==> src/abbc_pkg.sv <==
// Shared types and constants for the alpha bounding-box clip block.
// Used by the front tracker, the box queue, the output stage and the top level.
`default_nettype none

package abbc_pkg;

    // Field widths fixed by the stream format
    localparam int COORD_W        = 12;
    localparam int DIM_W          = 13;
    localparam int ALPHA_W        = 8;
    localparam int COORD_ALL_ONES = 4095;

    // Configuration port
    localparam int CFG_IDX_W  = 2;
    localparam int CFG_DATA_W = 13;

    typedef enum logic [CFG_IDX_W-1:0] {
        REG_FRAME_WIDTH  = 2'd0,
        REG_FRAME_HEIGHT = 2'd1,
        REG_KEY_ALPHA    = 2'd2,
        REG_HAS_ALPHA    = 2'd3
    } reg_index_t;

    // Register reset values
    localparam logic [DIM_W-1:0]   FRAME_WIDTH_RST  = 13'd64;
    localparam logic [DIM_W-1:0]   FRAME_HEIGHT_RST = 13'd64;
    localparam logic [ALPHA_W-1:0] KEY_ALPHA_RST    = 8'd16;
    localparam logic               HAS_ALPHA_RST    = 1'b1;

    // Box queue between front and back
    localparam int QDEPTH = 2;
    localparam int QPTR_W = 1;
    localparam int QLVL_W = 2;

    // Stream packing
    localparam int S_TDATA_W = 8;
    localparam int M_TDATA_W = 80;
    localparam int M_PAD_W   = M_TDATA_W - 4 * COORD_W - 2 * DIM_W;

    typedef struct packed {
        logic [DIM_W-1:0]   frame_width;
        logic [DIM_W-1:0]   frame_height;
        logic [ALPHA_W-1:0] key_alpha;
        logic               has_alpha;
    } cfg_t;

    // One finished frame: inclusive corners before masking
    typedef struct packed {
        logic [DIM_W-1:0] left;
        logic [DIM_W-1:0] top;
        logic [DIM_W-1:0] right;
        logic [DIM_W-1:0] bottom;
        logic             all_empty;
    } box_rec_t;

    // Position of the next pixel in the frame
    typedef struct packed {
        logic [DIM_W-1:0] column;
        logic [DIM_W-1:0] row;
    } pos_t;

    typedef struct packed {
        logic              full;
        logic              empty;
        logic [QLVL_W-1:0] level;
    } queue_status_t;

endpackage

`default_nettype wire

==> src/alpha_bounding_box_clip.sv <==
// Alpha bounding-box clip (auto-crop): top level with configuration registers.
// Instantiates abbc_front, abbc_queue and abbc_back; depends on abbc_pkg.
//
// The block takes one alpha byte per clock in raster order and, on the last
// pixel of each frame, emits one beat with the tightest box around every pixel
// whose alpha differs from key_alpha, or the whole frame with all_empty set.
// Pixels are accepted at one per cycle while the box queue is not full; the
// front tracker does a compare and a min/max update per pixel. The result
// leaves through a two-entry box queue and the output register, so the input
// stalls only when two boxes wait behind a stalled output. Frame sizes
// of 0 act as 1 and sizes above MAX_DIM act as MAX_DIM. Write configuration
// only while no frame is in progress; cfg_ready is always high.
`default_nettype none

module alpha_bounding_box_clip #(
    parameter int MAX_DIM = 4096
) (
    input  wire logic                               aclk,
    input  wire logic                               aresetn,
    // configuration write channel
    input  wire logic                               cfg_valid,
    output logic                                    cfg_ready,
    input  wire logic [abbc_pkg::CFG_IDX_W-1:0]     cfg_index,
    input  wire logic [abbc_pkg::CFG_DATA_W-1:0]    cfg_data,
    // pixel stream
    input  wire logic                               s_tvalid,
    output logic                                    s_tready,
    input  wire logic [abbc_pkg::S_TDATA_W-1:0]     s_tdata,  // [7:0] pixel_alpha
    // box stream
    output logic                                    m_tvalid,
    input  wire logic                               m_tready,
    // [11:0] box_left, [23:12] box_top, [35:24] box_right, [47:36] box_bottom,
    // [60:48] box_width, [73:61] box_height, [79:74] zero
    output logic [abbc_pkg::M_TDATA_W-1:0]          m_tdata,
    output logic [0:0]                              m_tuser   // [0] all_empty
);
    import abbc_pkg::*;

    cfg_t          cfg_reg;
    box_rec_t      push_rec, head_rec;
    pos_t          front_pos;
    queue_status_t q_stat;
    logic          q_push, q_pop;

    assign cfg_ready = 1'b1;

    // Configuration registers
    always_ff @(posedge aclk) begin
        if (!aresetn) begin
            cfg_reg.frame_width  <= FRAME_WIDTH_RST;
            cfg_reg.frame_height <= FRAME_HEIGHT_RST;
            cfg_reg.key_alpha    <= KEY_ALPHA_RST;
            cfg_reg.has_alpha    <= HAS_ALPHA_RST;
        end else if (cfg_valid && cfg_ready) begin
            case (reg_index_t'(cfg_index))
                REG_FRAME_WIDTH:  cfg_reg.frame_width  <= cfg_data;
                REG_FRAME_HEIGHT: cfg_reg.frame_height <= cfg_data;
                REG_KEY_ALPHA:    cfg_reg.key_alpha    <= cfg_data[ALPHA_W-1:0];
                REG_HAS_ALPHA:    cfg_reg.has_alpha    <= cfg_data[0];
                default: ;
            endcase
        end
    end

    abbc_front #(
        .MAX_DIM (MAX_DIM)
    ) u_front (
        .aclk     (aclk),
        .aresetn  (aresetn),
        .cfg      (cfg_reg),
        .in_valid (s_tvalid),
        .in_alpha (s_tdata[ALPHA_W-1:0]),
        .in_ready (s_tready),
        .q_full   (q_stat.full),
        .push     (q_push),
        .rec      (push_rec),
        .pos      (front_pos)
    );

    abbc_queue u_queue (
        .aclk     (aclk),
        .aresetn  (aresetn),
        .push     (q_push),
        .push_rec (push_rec),
        .pop      (q_pop),
        .head     (head_rec),
        .status   (q_stat)
    );

    abbc_back u_back (
        .aclk     (aclk),
        .aresetn  (aresetn),
        .head     (head_rec),
        .q_empty  (q_stat.empty),
        .pop      (q_pop),
        .m_tvalid (m_tvalid),
        .m_tready (m_tready),
        .m_tdata  (m_tdata),
        .m_tuser  (m_tuser)
    );

    // Frame end restarts the raster position
    a_frame_restart: assert property (@(posedge aclk) disable iff (!aresetn)
        q_push |=> (front_pos.column == '0 && front_pos.row == '0))
        else $error("position not cleared after frame end");

    // Queue level stays within its depth
    a_queue_level: assert property (@(posedge aclk) disable iff (!aresetn)
        q_stat.level <= QLVL_W'(QDEPTH))
        else $error("box queue overflow");

    // An empty frame reports its box from the origin
    a_empty_origin: assert property (@(posedge aclk) disable iff (!aresetn)
        (m_tvalid && m_tuser[0]) |-> (m_tdata[11:0] == '0 && m_tdata[23:12] == '0))
        else $error("empty frame box does not start at origin");

endmodule

`default_nettype wire

==> src/abbc_front.sv <==
// Front tracker: accepts alpha beats, keeps the raster position and the
// bounding box of pixels whose alpha differs from the key, and pushes one box record per frame.
// Depends on abbc_pkg.
`default_nettype none

module abbc_front #(
    parameter int MAX_DIM = 4096
) (
    input  wire logic                              aclk,
    input  wire logic                              aresetn,
    input  wire abbc_pkg::cfg_t                    cfg,
    input  wire logic                              in_valid,
    input  wire logic [abbc_pkg::ALPHA_W-1:0]      in_alpha,
    output logic                                   in_ready,
    input  wire logic                              q_full,
    output logic                                   push,
    output abbc_pkg::box_rec_t                     rec,
    output abbc_pkg::pos_t                         pos
);
    import abbc_pkg::*;

    // Dimensions never exceed what a 13-bit register can hold
    localparam int LIM   = (MAX_DIM < 8191) ? MAX_DIM : 8191;
    localparam int CNT_W = $clog2(LIM);
    localparam logic [CNT_W-1:0] MIN_INIT =
        (CNT_W >= COORD_W) ? CNT_W'(COORD_ALL_ONES) : {CNT_W{1'b1}};
    localparam logic [DIM_W-1:0] W_LIM = DIM_W'(LIM);

    logic [CNT_W-1:0] col_reg, col_next;
    logic [CNT_W-1:0] row_reg, row_next;
    logic [CNT_W-1:0] min_col_reg, min_col_next;
    logic [CNT_W-1:0] max_col_reg, max_col_next;
    logic [CNT_W-1:0] min_row_reg, min_row_next;
    logic [CNT_W-1:0] max_row_reg, max_row_next;
    logic             seen_reg, seen_next;

    logic [DIM_W-1:0]   w_eff, h_eff, w_last, h_last;
    logic [ALPHA_W-1:0] alpha_eff;
    logic               accept, differs, last_col, last_row, frame_end;

    // Clamp dimensions and classify the pixel
    always_comb begin
        if (cfg.frame_width == '0) begin
            w_eff = DIM_W'(1);
        end else if (cfg.frame_width > W_LIM) begin
            w_eff = W_LIM;
        end else begin
            w_eff = cfg.frame_width;
        end
        if (cfg.frame_height == '0) begin
            h_eff = DIM_W'(1);
        end else if (cfg.frame_height > W_LIM) begin
            h_eff = W_LIM;
        end else begin
            h_eff = cfg.frame_height;
        end
        w_last    = w_eff - DIM_W'(1);
        h_last    = h_eff - DIM_W'(1);
        alpha_eff = cfg.has_alpha ? in_alpha : '0;
        differs   = (alpha_eff != cfg.key_alpha);
        last_col  = (DIM_W'(col_reg) >= w_last);
        last_row  = (DIM_W'(row_reg) >= h_last);
    end

    assign in_ready  = !q_full;
    assign accept    = in_valid && in_ready;
    assign frame_end = last_col && last_row;
    assign push      = accept && frame_end;

    // Update trackers with the current pixel
    always_comb begin
        min_col_next = min_col_reg;
        max_col_next = max_col_reg;
        min_row_next = min_row_reg;
        max_row_next = max_row_reg;
        seen_next    = seen_reg;
        if (differs) begin
            if (col_reg < min_col_reg) begin
                min_col_next = col_reg;
            end
            if (col_reg > max_col_reg) begin
                max_col_next = col_reg;
            end
            if (row_reg < min_row_reg) begin
                min_row_next = row_reg;
            end
            if (row_reg > max_row_reg) begin
                max_row_next = row_reg;
            end
            seen_next = 1'b1;
        end
        if (last_col) begin
            col_next = '0;
            row_next = row_reg + CNT_W'(1);
        end else begin
            col_next = col_reg + CNT_W'(1);
            row_next = row_reg;
        end
    end

    // Build the box record from the updated trackers, or the whole frame if no pixel differed
    always_comb begin
        if (seen_next) begin
            rec.left      = DIM_W'(min_col_next);
            rec.top       = DIM_W'(min_row_next);
            rec.right     = DIM_W'(max_col_next);
            rec.bottom    = DIM_W'(max_row_next);
            rec.all_empty = 1'b0;
        end else begin
            rec.left      = '0;
            rec.top       = '0;
            rec.right     = w_last;
            rec.bottom    = h_last;
            rec.all_empty = 1'b1;
        end
    end

    // Advance position and trackers; clear them at frame end
    always_ff @(posedge aclk) begin
        if (!aresetn || push) begin
            col_reg     <= '0;
            row_reg     <= '0;
            min_col_reg <= MIN_INIT;
            max_col_reg <= '0;
            min_row_reg <= MIN_INIT;
            max_row_reg <= '0;
            seen_reg    <= 1'b0;
        end else if (accept) begin
            col_reg     <= col_next;
            row_reg     <= row_next;
            min_col_reg <= min_col_next;
            max_col_reg <= max_col_next;
            min_row_reg <= min_row_next;
            max_row_reg <= max_row_next;
            seen_reg    <= seen_next;
        end
    end

    assign pos.column = DIM_W'(col_reg);
    assign pos.row    = DIM_W'(row_reg);

endmodule

`default_nettype wire

==> src/abbc_queue.sv <==
// Two-entry queue of finished box records between the front tracker and
// the output stage. Depends on abbc_pkg.
`default_nettype none

module abbc_queue (
    input  wire logic                      aclk,
    input  wire logic                      aresetn,
    input  wire logic                      push,
    input  wire abbc_pkg::box_rec_t        push_rec,
    input  wire logic                      pop,
    output abbc_pkg::box_rec_t             head,
    output abbc_pkg::queue_status_t        status
);
    import abbc_pkg::*;

    box_rec_t          entry_reg [QDEPTH];
    logic [QPTR_W-1:0] wr_ptr_reg, rd_ptr_reg;
    logic [QLVL_W-1:0] level_reg, level_next;

    assign status.full  = (level_reg == QLVL_W'(QDEPTH));
    assign status.empty = (level_reg == '0);
    assign status.level = level_reg;
    assign head         = entry_reg[rd_ptr_reg];

    // Track fill level
    always_comb begin
        level_next = level_reg;
        if (push && !pop) begin
            level_next = level_reg + QLVL_W'(1);
        end else if (pop && !push) begin
            level_next = level_reg - QLVL_W'(1);
        end
    end

    // Advance pointers
    always_ff @(posedge aclk) begin
        if (!aresetn) begin
            wr_ptr_reg <= '0;
            rd_ptr_reg <= '0;
            level_reg  <= '0;
        end else begin
            if (push) begin
                wr_ptr_reg <= wr_ptr_reg + QPTR_W'(1);
            end
            if (pop) begin
                rd_ptr_reg <= rd_ptr_reg + QPTR_W'(1);
            end
            level_reg <= level_next;
        end
    end

    // Store entries
    always_ff @(posedge aclk) begin
        if (push) begin
            entry_reg[wr_ptr_reg] <= push_rec;
        end
    end

endmodule

`default_nettype wire

==> src/abbc_back.sv <==
// Output stage: pops box records, works out width and height, masks the
// corners to 12 bits and holds the result beat until taken. Depends on abbc_pkg.
`default_nettype none

module abbc_back (
    input  wire logic                              aclk,
    input  wire logic                              aresetn,
    input  wire abbc_pkg::box_rec_t                head,
    input  wire logic                              q_empty,
    output logic                                   pop,
    output logic                                   m_tvalid,
    input  wire logic                              m_tready,
    output logic [abbc_pkg::M_TDATA_W-1:0]         m_tdata,
    output logic [0:0]                             m_tuser
);
    import abbc_pkg::*;

    logic                 valid_reg;
    logic [M_TDATA_W-1:0] data_reg, data_next;
    logic                 empty_flag_reg;
    logic [DIM_W-1:0]     box_w, box_h;

    assign pop = !q_empty && (!valid_reg || m_tready);

    // Size and pack the head record
    always_comb begin
        box_w     = head.right - head.left + DIM_W'(1);
        box_h     = head.bottom - head.top + DIM_W'(1);
        data_next = {{M_PAD_W{1'b0}}, box_h, box_w,
                     head.bottom[COORD_W-1:0], head.right[COORD_W-1:0],
                     head.top[COORD_W-1:0], head.left[COORD_W-1:0]};
    end

    // Hold the beat until the sink takes it
    always_ff @(posedge aclk) begin
        if (!aresetn) begin
            valid_reg <= 1'b0;
        end else if (pop) begin
            valid_reg <= 1'b1;
        end else if (m_tready) begin
            valid_reg <= 1'b0;
        end
    end

    always_ff @(posedge aclk) begin
        if (pop) begin
            data_reg       <= data_next;
            empty_flag_reg <= head.all_empty;
        end
    end

    assign m_tvalid   = valid_reg;
    assign m_tdata    = data_reg;
    assign m_tuser[0] = empty_flag_reg;

endmodule

`default_nettype wire

==> config.mk <==
export PLATFORM = sky130hd
export DESIGN_NAME = alpha_bounding_box_clip
export DESIGN_NICKNAME = d
export VERILOG_FILES = /design/src/abbc_pkg.sv /design/src/alpha_bounding_box_clip.sv /design/src/abbc_front.sv /design/src/abbc_queue.sv /design/src/abbc_back.sv
export SDC_FILE = /design/constraint.sdc
export NUM_CORES = 1
export LEC_CHECK = 0
export ABC_AREA = 1
export BUFFER_PORTS_ARGS = -buffer_cell sky130_fd_sc_hd__buf_2
export CAP_MARGIN = 20
export CORE_ASPECT_RATIO = 1.4
export CORE_MARGIN = 2
export CORE_UTILIZATION = 40
export CTS_BUF_LIST = sky130_fd_sc_hd__clkbuf_2 sky130_fd_sc_hd__clkbuf_4 sky130_fd_sc_hd__clkbuf_8
export CTS_CLUSTER_DIAMETER = 120
export DETAILED_ROUTE_END_ITERATION = 12
export SLEW_MARGIN = 25
export SYNTH_ARGS = -nofsm -noshare
export SYNTH_HDL_FRONTEND = slang
export SYNTH_SLANG_ARGS = --single-unit
==> constraint.sdc <==
create_clock -name aclk -period 8.97 [get_ports aclk]
set_clock_uncertainty 0.1 [all_clocks]
set_input_delay 0.4485 -clock aclk [delete_from_list [all_inputs] [get_ports aclk]]
set_output_delay 0.4485 -clock aclk [all_outputs]
set_load 0.01 [all_outputs]
==> results of run 1 <==
==> layout make-up <==
| class | count | area, um2 | share of cell area |
|---|---|---|---|
| clock buffer | 71 | 877 | 0.0493 |
| clock inverter | 15 | 120 | 0.00675 |
| antenna | 1 | 2.50 | 0.000141 |
| inverter | 260 | 976 | 0.0548 |
| tap | 528 | 661 | 0.0371 |
| timing repair buffer | 117 | 631 | 0.0354 |
| sequential | 291 | 7600 | 0.427 |
| multi-input combinational | 1224 | 6940 | 0.390 |
==> routing by layer <==
layer	track usage	vias to the layer above	part of all wire
li1	-	6283	-
met1	0.216	5626	0.44
met2	0.305	243	0.49
met3	0.0295	62	0.045
met4	0.0637	0	0.027
met5	0	-	0
==> through the flow <==
step,area [um2],total power [W]
3_3_place_gp,16700,0.00384
2_1_floorplan,15800,0.00333
3_5_place_dp,16700,0.00388
5_1_grt,17800,0.00544
4_1_cts,17800,0.00510
6_report,17800,0.00504
==> how the worst min path moves through the flow <==
stage | startpoint | end | slack [ps]
floorplan | u_queue.rd_ptr_reg$_SDFFE_PN0P_ | flip-flop | 330
global placement | u_queue.rd_ptr_reg$_SDFFE_PN0P_ | flip-flop | 330
detailed placement | u_queue.rd_ptr_reg$_SDFFE_PN0P_ | flip-flop | 330
CTS | cfg_valid | cfg_reg[0]$_SDFFE_PN1P_ | 1
global route | cfg_data[1] | cfg_reg[10]$_SDFFE_PN0P_ | 20
finish | cfg_data[1] | cfg_reg[10]$_SDFFE_PN0P_ | 30
==> power breakdown <==
group	internal (W)	switching, W	total [W]
Clock	0.000658	0.000535	0.00119
Sequential	0.00184	0.0000677	0.00191
Combinational	0.000672	0.00126	0.00194
==> worst max-delay path, delay by kind of cell (launching register included) <==
kind / cells / cell delay, ps
adder cells (fa/ha/maj): 2 / 640
AND/OR/NAND/NOR: 20 / 2320
flip-flops: 1 / 390
AO/OA/AOI/OAI: 1 / 370
buffers and inverters: 3 / 710
XOR/XNOR: 1 / 150
==> synthesized netlist by cell type (all sizes together) (3+ instances only) <==
cell    count  area, um2
nand3     118        596
mux2i       6       60.1
buf        32        185
clkbuf     37        140
xnor2       9       78.8
dfxtp     114       2280
o21ai     170        851
ha        121       1510
nor2      168        641
nor3       16       85.1
or2         4       25.0
nand2     397       1500
a211oi      4       30.0
nand4      33        206
a21oi      75        387
inv       259        972
mux2       25        282
nor4        6       37.5
xor2       47        412
edfxtp    177       5320
nand3b      3       22.5
==> cell families (layout without fill, tap and decap cells) <==
group | Yosys count | in the layout | synth area share
other | 2 | 8 | 0.000476
XOR/XNOR | 56 | 56 | 0.0311
flip-flops | 291 | 291 | 0.481
buffers and inverters | 329 | 463 | 0.0825
multiplexers | 31 | 31 | 0.0216
AND/OR/NAND/NOR | 747 | 747 | 0.198
adder cells (fa/ha/maj) | 123 | 123 | 0.0985
AO/OA/AOI/OAI | 260 | 260 | 0.0863
==> impl_metrics.ini, run 1 <==
[placement]
gp_congestion = 0.852
place_inst = 2415
numPortBuffers = 104
dp_hpwl_um = 25300
post-place-ws_ps = 3960

[global_route]
grt_pass1_wl_um = 57800
grt_pass1_vias = 11700
grt-ovfl-total = 0
grt_usage = 0.175
grt_max_degree = 80
antenna_found_initial = 1

[clock_network]
hold_buffers = 5
cts_tree = done
cts_sinks = 291
root_buffer = clkbuf_8
cts_resized = 0
cts_made_buffers = 46
clkTransAtPathRegs_ps = 70
worstSkewPairLatency_ps = 610
postCtsSetupRepairBufs = 0
htree_levels = 2
clockBufferDepth = 3

[timing]
slew_headroom = 0.351
max_freq_ghz = 0.197
min_period_over_period = 0.565
fin_setup_tns_ps = 0
final.setup.worst_slack_ps = 3900
holdWs_ps = 33.9
setup_violations = 0
tightest_slew_ps = 973
grt_setup_unrepaired = no
drv_slew = 0
period_needed_ps = 5070
hold_viol = 0

[synthesis]
yosysSeqAreaShare = 0.481
yosysWarnings = 0
synthFlopType = edfxtp_1
synth-seq-cells = 291
synth_edf_count = 177
synth_cell_type_count = 46
synth-async-reset-ratio = 0
avgSynthCellArea_um2 = 8.58
netlist_instances = 1839
syn_area_mm2 = 0.0158

[job]
maxCapViolCount = 0

[setup_path]
r2r_cells = 27
slowest_stage = buf_4
critPathLaunch = cfg_reg[28]$_SDFFE_PN1P_
timing.rr.end = u_queue.entry_reg[0][20]$_DFFE_PP_
endpoint = u_queue.entry_reg[0][20]$_DFFE_PP_
worst_ep_required_time_ps = 9080
slowest_delay_ps = 550
cp_max_fo = 51
r2r_start = cfg_reg[28]$_SDFFE_PN1P_
crit_path_frequent_cell = nand2_1
rrSetupSlack_ps = 3900
end_kind = flip-flop
critPathLaunchType = flip-flop
critPathArrivalTime_ps = 5170
critical_path_class = flip-flop to flip-flop

[layout]
post-route-util = 0.455
layout_commonest_cell = nand2_1
syn2layout_area_growth_pct = 12.8
largest_reg_flops = 102
nets = 2091
nFillCells = 3848
final_cell_mix = nand2_1 (394), inv_1 (255), edfxtp_1 (177)
drive_above_1_share = 0.122
instances_no_fill = 2507

[floorplan]
dieWidth_um = 172
pin_count = 112
rows = 86
die_y_um = 239
initial_utilization = 0.403
core-area_mm2 = 0.0392
die_area_mm2 = 0.0411

[run_status]
run_status = finished clean

[drt]
drtIter0Drc = 608
drcViolationCount = 0
dr.pass1.iters = 5
wl_um = 35400
wire_per_inst_um = 14.1
via_per_inst = 4.87
vias = 12200
ant_nets = 0

[power]
ir_worst_vdd_mv = 0.168
p_leak_nw = 7.97
powerDensity_mw_per_mm2 = 283

[worst_hold_path]
min_path_type = input pin to flip-flop
whs_path_depth = 3
Power figures use the tool's default switching activity.
==> run 2: changes to the inputs <==
==> constraint.sdc (replaced) <==
create_clock -name aclk -period 4.3 [get_ports aclk]
set_clock_uncertainty 0.1 [all_clocks]
set_input_delay 0.215 -clock aclk [delete_from_list [all_inputs] [get_ports aclk]]
set_output_delay 0.215 -clock aclk [all_outputs]
set_load 0.01 [all_outputs]
==> run 2 against run 1 <==
Net effect: highest routed layer unchanged; maximum frequency up 31%; core utilization up 1.2 points; count of clock-buffer cells in the layout down 17.
==> impl_metrics.ini, run 2 (synthesis gave the netlist of run 1 again) <==
[run_status]
run_status = finished clean

[placement]
post-place-ws_ps = 363
dp_hpwl_um = 26400
gp_congestion = 0.875
dpl_cell_area_mm2 = 0.0169
numPortBuffers = 104
place_inst = 2432

[worst_hold_path]
hold_end = cfg_reg[5]$_SDFFE_PN1P_
min_path_type = input pin to flip-flop
holdCritStartpoint = aresetn
whs_path_depth = 2

[clock_network]
cts_tree = done
worstSkewPairLatency_ps = 580
clockBufferDepth = 3
root_buffer = clkbuf_8
clkTransAtPathRegs_ps = 60
cts_made_buffers = 46
cts_sinks = 291
htree_levels = 2

[job]
maxCapViolCount = 0

[setup_path]
critical_path_class = flip-flop to flip-flop
critPathArrivalTime_ps = 4240
worst_ep_required_time_ps = 4660
r2r_start = cfg_reg[11]$_SDFFE_PN0P_
crit_path_frequent_cell = nand2_1
cp_max_fo = 12
r2r_cells = 31
critPathLaunchType = flip-flop
rrSetupSlack_ps = 420
slowest_stage = dfxtp_1
end_kind = flip-flop
timing.rr.end = u_queue.level_reg[1]$_SDFFE_PN0P_
slowest_delay_ps = 430

[global_route]
grt_usage = 0.181
grt_pass1_wl_um = 59200
antenna_found_initial = 1
grt_pass1_vias = 12100
grt_max_degree = 80
grt-ovfl-total = 0

[layout]
nFillCells = 3852
nets = 2128
drive_above_1_share = 0.130
largest_reg_flops = 102
final_cell_mix = nand2_1 (393), inv_1 (255), edfxtp_1 (177)
layout_commonest_cell = nand2_1
instances_no_fill = 2542
syn2layout_area_growth_pct = 15.9
fin_area_mm2 = 0.0183

[timing]
fin_setup_tns_ps = 0
min_period_over_period = 0.902
final.setup.worst_slack_ps = 420
slew_headroom = 0.360
max_freq_ghz = 0.258
setup_violations = 0
hold_viol = 0
period_needed_ps = 3880
grt_setup_unrepaired = no
tightest_slew_ps = 953
drv_slew = 0

[floorplan]
rows = 86
dieWidth_um = 172
core-area_mm2 = 0.0392
initial_utilization = 0.403
die_y_um = 239
pin_count = 112
die_area_mm2 = 0.0411

[drt]
vias = 12300
wire_per_inst_um = 14.3
drtIter0Drc = 675
ant_nets = 0
dr.pass1.iters = 5
via_per_inst = 4.86
drcViolationCount = 0
wl_um = 36400

[power]
powerDensity_mw_per_mm2 = 599
ir_worst_vdd_mv = 0.213
p_leak_nw = 8.19
[run 2: layout make-up]
type                       instances  area (um2)  share of cell area
antenna                            1        2.50            0.000137
clock buffer                      54         712              0.0389
clock inverter                    30         410              0.0224
inverter                         260         976              0.0534
multi-input combinational       1224        6940               0.379
sequential                       291        7600               0.416
tap                              528         661              0.0361
timing repair buffer             154         990              0.0541
[run 2: how the worst max path moves through the flow]
stage / start / to / slack [ps] / cells past startpoint
after floorplan: cfg_reg[11]$_SDFFE_PN0P_ / u_queue.entry_reg[1][0]$_DFFE_PP_ / 30 / 26
after global placement: cfg_reg[11]$_SDFFE_PN0P_ / u_queue.level_reg[1]$_SDFFE_PN0P_ / 410 / 30
after detailed placement: cfg_reg[11]$_SDFFE_PN0P_ / u_queue.level_reg[1]$_SDFFE_PN0P_ / 360 / 30
after CTS: cfg_reg[11]$_SDFFE_PN0P_ / u_queue.level_reg[1]$_SDFFE_PN0P_ / 350 / 30
after global routing: cfg_reg[15]$_SDFFE_PN1P_ / u_queue.level_reg[1]$_SDFFE_PN0P_ / 5 / 31
final: cfg_reg[11]$_SDFFE_PN0P_ / u_queue.level_reg[1]$_SDFFE_PN0P_ / 420 / 31
[run 2: layer usage]
layer | up-vias | routed length, um | share of wire | GRT usage
li1 | 6366 | - | - | -
met1 | 5625 | 15800 | 0.43 | 0.216
met2 | 273 | 17600 | 0.48 | 0.316
met3 | 82 | 1650 | 0.045 | 0.0308
met4 | 0 | 1300 | 0.036 | 0.0777
met5 | - | 0 | 0 | 0
[run 2: through the flow]
step,total power (W),utilization,hold slack [ps]
final,0.0109,0.467,63.9
after global routing,0.0118,0.467,79.6
after CTS,0.0111,0.466,22.8
after detailed placement,0.00817,0.432,344
after global placement,0.00809,0.432,338
after floorplan,0.00691,-,241
[run 2: worst max-delay path, delay by kind of cell (launching register included)]
kind / cells / cell delay [ps]
AND/OR/NAND/NOR: 21 / 1630
flip-flops: 1 / 430
adder cells (fa/ha/maj): 3 / 720
buffers and inverters: 1 / 190
AO/OA/AOI/OAI: 6 / 710
[run 2: timing repair]
action                                 CTS  global route
hold buffers                            21             0
gates resized for setup                  0             8
endpoints found under the hold margin   36             0
setup buffers                            0             4
setup endpoints to repair                0            99
[run 2: report_power, final]
part           internal (W)  switching, W  leakage [nW]
combinational       0.00146       0.00263          5.00
sequential          0.00384      0.000177          2.62
clock               0.00172       0.00112         0.572
==> run 3: changes to the inputs <==
--- a/config.mk
+++ b/config.mk
@@ -8,12 +8,13 @@
 export ABC_AREA = 1
 export BUFFER_PORTS_ARGS = -buffer_cell sky130_fd_sc_hd__buf_2
 export CAP_MARGIN = 20
-export CORE_ASPECT_RATIO = 1.4
+export CORE_ASPECT_RATIO = 0.9
 export CORE_MARGIN = 2
-export CORE_UTILIZATION = 40
+export CORE_UTILIZATION = 57
 export CTS_BUF_LIST = sky130_fd_sc_hd__clkbuf_2 sky130_fd_sc_hd__clkbuf_4 sky130_fd_sc_hd__clkbuf_8
 export CTS_CLUSTER_DIAMETER = 120
 export DETAILED_ROUTE_END_ITERATION = 12
+export PLACE_DENSITY = 0.79
 export SLEW_MARGIN = 25
 export SYNTH_ARGS = -nofsm -noshare
 export SYNTH_HDL_FRONTEND = slang
==> run 3 against run 2 <==
Net effect: final cell count is 7.0% lower; wire length is 0.27% higher; non-clock buffer count is 3 lower; largest cell class unchanged; worst setup slack worse by 25 ps; global-route usage is 7.2 points higher; power is 1.1% lower; die area is 29% lower; via count is 4.3% higher; hold slack worse by 8.3 ps; largest power group unchanged; combinational power is 3% higher; final area is 1.7% lower; sequential cell count stayed put.
==> impl_metrics.ini, run 3 (synthesis gave the netlist of run 1 again) <==
[timing]
setup_violations = 0
period_needed_ps = 3900
tightest_slew_ps = 869
drv_slew = 0
min_period_over_period = 0.908
hold_viol = 0
slew_headroom = 0.421
max_freq_ghz = 0.256

[global_route]
grt-ovfl-total = 0
grt_pass1_wl_um = 58900
grt_usage = 0.252
grt_max_degree = 70
grt_pass1_vias = 12200
antenna_found_initial = 0

[floorplan]
rows = 57
pin_count = 112
die_y_um = 162
core-area_mm2 = 0.0271
initial_utilization = 0.582
dieWidth_um = 179
die_area_mm2 = 0.0290

[setup_path]
critPathLaunchType = flip-flop
end_kind = flip-flop
critical_path_class = flip-flop to flip-flop
critPathArrivalTime_ps = 4070
cp_max_fo = 25
worst_ep_required_time_ps = 4460

[layout]
fin_area_mm2 = 0.0180
nFillCells = 2094
layout_commonest_cell = nand2_1
largest_reg_flops = 102
drive_above_1_share = 0.133
syn2layout_area_growth_pct = 13.9
nets = 2125
final_cell_mix = nand2_1 (392), inv_1 (255), edfxtp_1 (177)
diodes = 0
instances_no_fill = 2365

[worst_hold_path]
min_path_type = input pin to flip-flop

[run_status]
run_status = finished clean

[clock_network]
root_buffer = clkbuf_8
cts_made_buffers = 46
htree_levels = 2
clockBufferDepth = 3
cts_sinks = 291
clkTransAtPathRegs_ps = 70
worstSkewPairLatency_ps = 580
cts_tree = done

[power]
combinationalPowerShare = 0.389
power_switching_w = 0.00406
p_leak_nw = 8.16
clkPwrFrac = 0.241
ir_worst_vdd_mv = 0.296
finalPower_w = 0.0108
seqPwrFrac = 0.370
internal-power_w = 0.00677
sw_frac_of_total = 0.375
powerDensity_mw_per_mm2 = 602

[drt]
drtIter0Drc = 993
dr.pass1.iters = 7
ant_nets = 0
wl_um = 36500
vias = 12900
wire_per_inst_um = 15.4
via_per_inst = 5.44
drcViolationCount = 0

[placement]
dpl_cell_area_mm2 = 0.0167
dp_hpwl_um = 24900
gp_congestion = 0.915
place_inst = 2255
numPortBuffers = 104

[job]
maxCapViolCount = 0
[run 3: worst paths after layout]
path                                    from                            endpoint  slack [ps]  cells past startpoint
max                 cfg_reg[28]$_SDFFE_PN1P_  u_queue.entry_reg[1][21]$_DFFE_PP_         400                     27
min                                  aresetn             cfg_reg[5]$_SDFFE_PN1P_          60                      2
max reg2reg         cfg_reg[28]$_SDFFE_PN1P_  u_queue.entry_reg[1][21]$_DFFE_PP_         400                     27
min reg2reg  u_queue.rd_ptr_reg$_SDFFE_PN0P_     u_queue.rd_ptr_reg$_SDFFE_PN0P_         360                      1
[run 3: what timing repair did]
item,CTS,global route
endpoints found under the setup margin,0,111
endpoints found under the hold margin,36,0
resized for setup,0,9
hold buffers,20,0
buffers inserted,0,4
[run 3: worst max-delay path: stages, from the launching register on]
cell	delay, ps
dfxtp_1	390
nor2_1	70
nand2_1	60
nor2_1	40
nand2_1	80
nand2_2	140
o21ai_1	150
ha_1	270
nand2_1	100
nor2_1	130
xor2_1	150
inv_1	80
ha_1	300
nand2_1	90
nor2_1	90
nand3_1	80
nand2_1	70
nor2_1	40
nand2_1	50
nand2_1	50
nand2_1	70
nand2_1	50
nand2_1	100
nand2_1	120
nor2_1	210
nand3_1	140
inv_2	150
clkbuf_16	240
[run 3: area by class of cell]
type                       count  area (um2)  share of cell area
inverter                     260         976              0.0543
multi-input combinational   1224        6940               0.386
tap                          354         443              0.0246
timing repair buffer         151         978              0.0544
clock inverter                20         215              0.0120
sequential                   291        7610               0.423
clock buffer                  65         813              0.0452
[run 3: stage by stage]
stage | hold slack, ps | util | setup TNS [ps] | setup WS [ps]
6_report | 55.6 | 0.663 | 0 | 395
5_1_grt | 75.3 | 0.663 | -15.6 | -15.6
2_1_floorplan | 241 | - | 0 | 26.6
3_5_place_dp | 345 | 0.615 | 0 | 326
3_3_place_gp | 338 | 0.615 | 0 | 483
4_1_cts | 34.1 | 0.660 | 0 | 281
[run 3: metal layers]
layer / track usage / wire (um)
met5: 0 / 0
met4: 0.0759 / 953
met3: 0.0482 / 3070
met2: 0.412 / 16400
met1: 0.341 / 16100
[run 3: power by group through the flow]
| stage | combinational (W) | sequential, W | clock (W) |
|---|---|---|---|
| global placement | 0.00392 | 0.00404 | 0 |
| floorplan | 0.00266 | 0.00426 | 0 |
| finish | 0.00421 | 0.00401 | 0.00261 |
| detailed placement | 0.00407 | 0.00406 | 0 |
| global route | 0.00471 | 0.00406 | 0.00277 |
| CTS | 0.00415 | 0.00401 | 0.00264 |
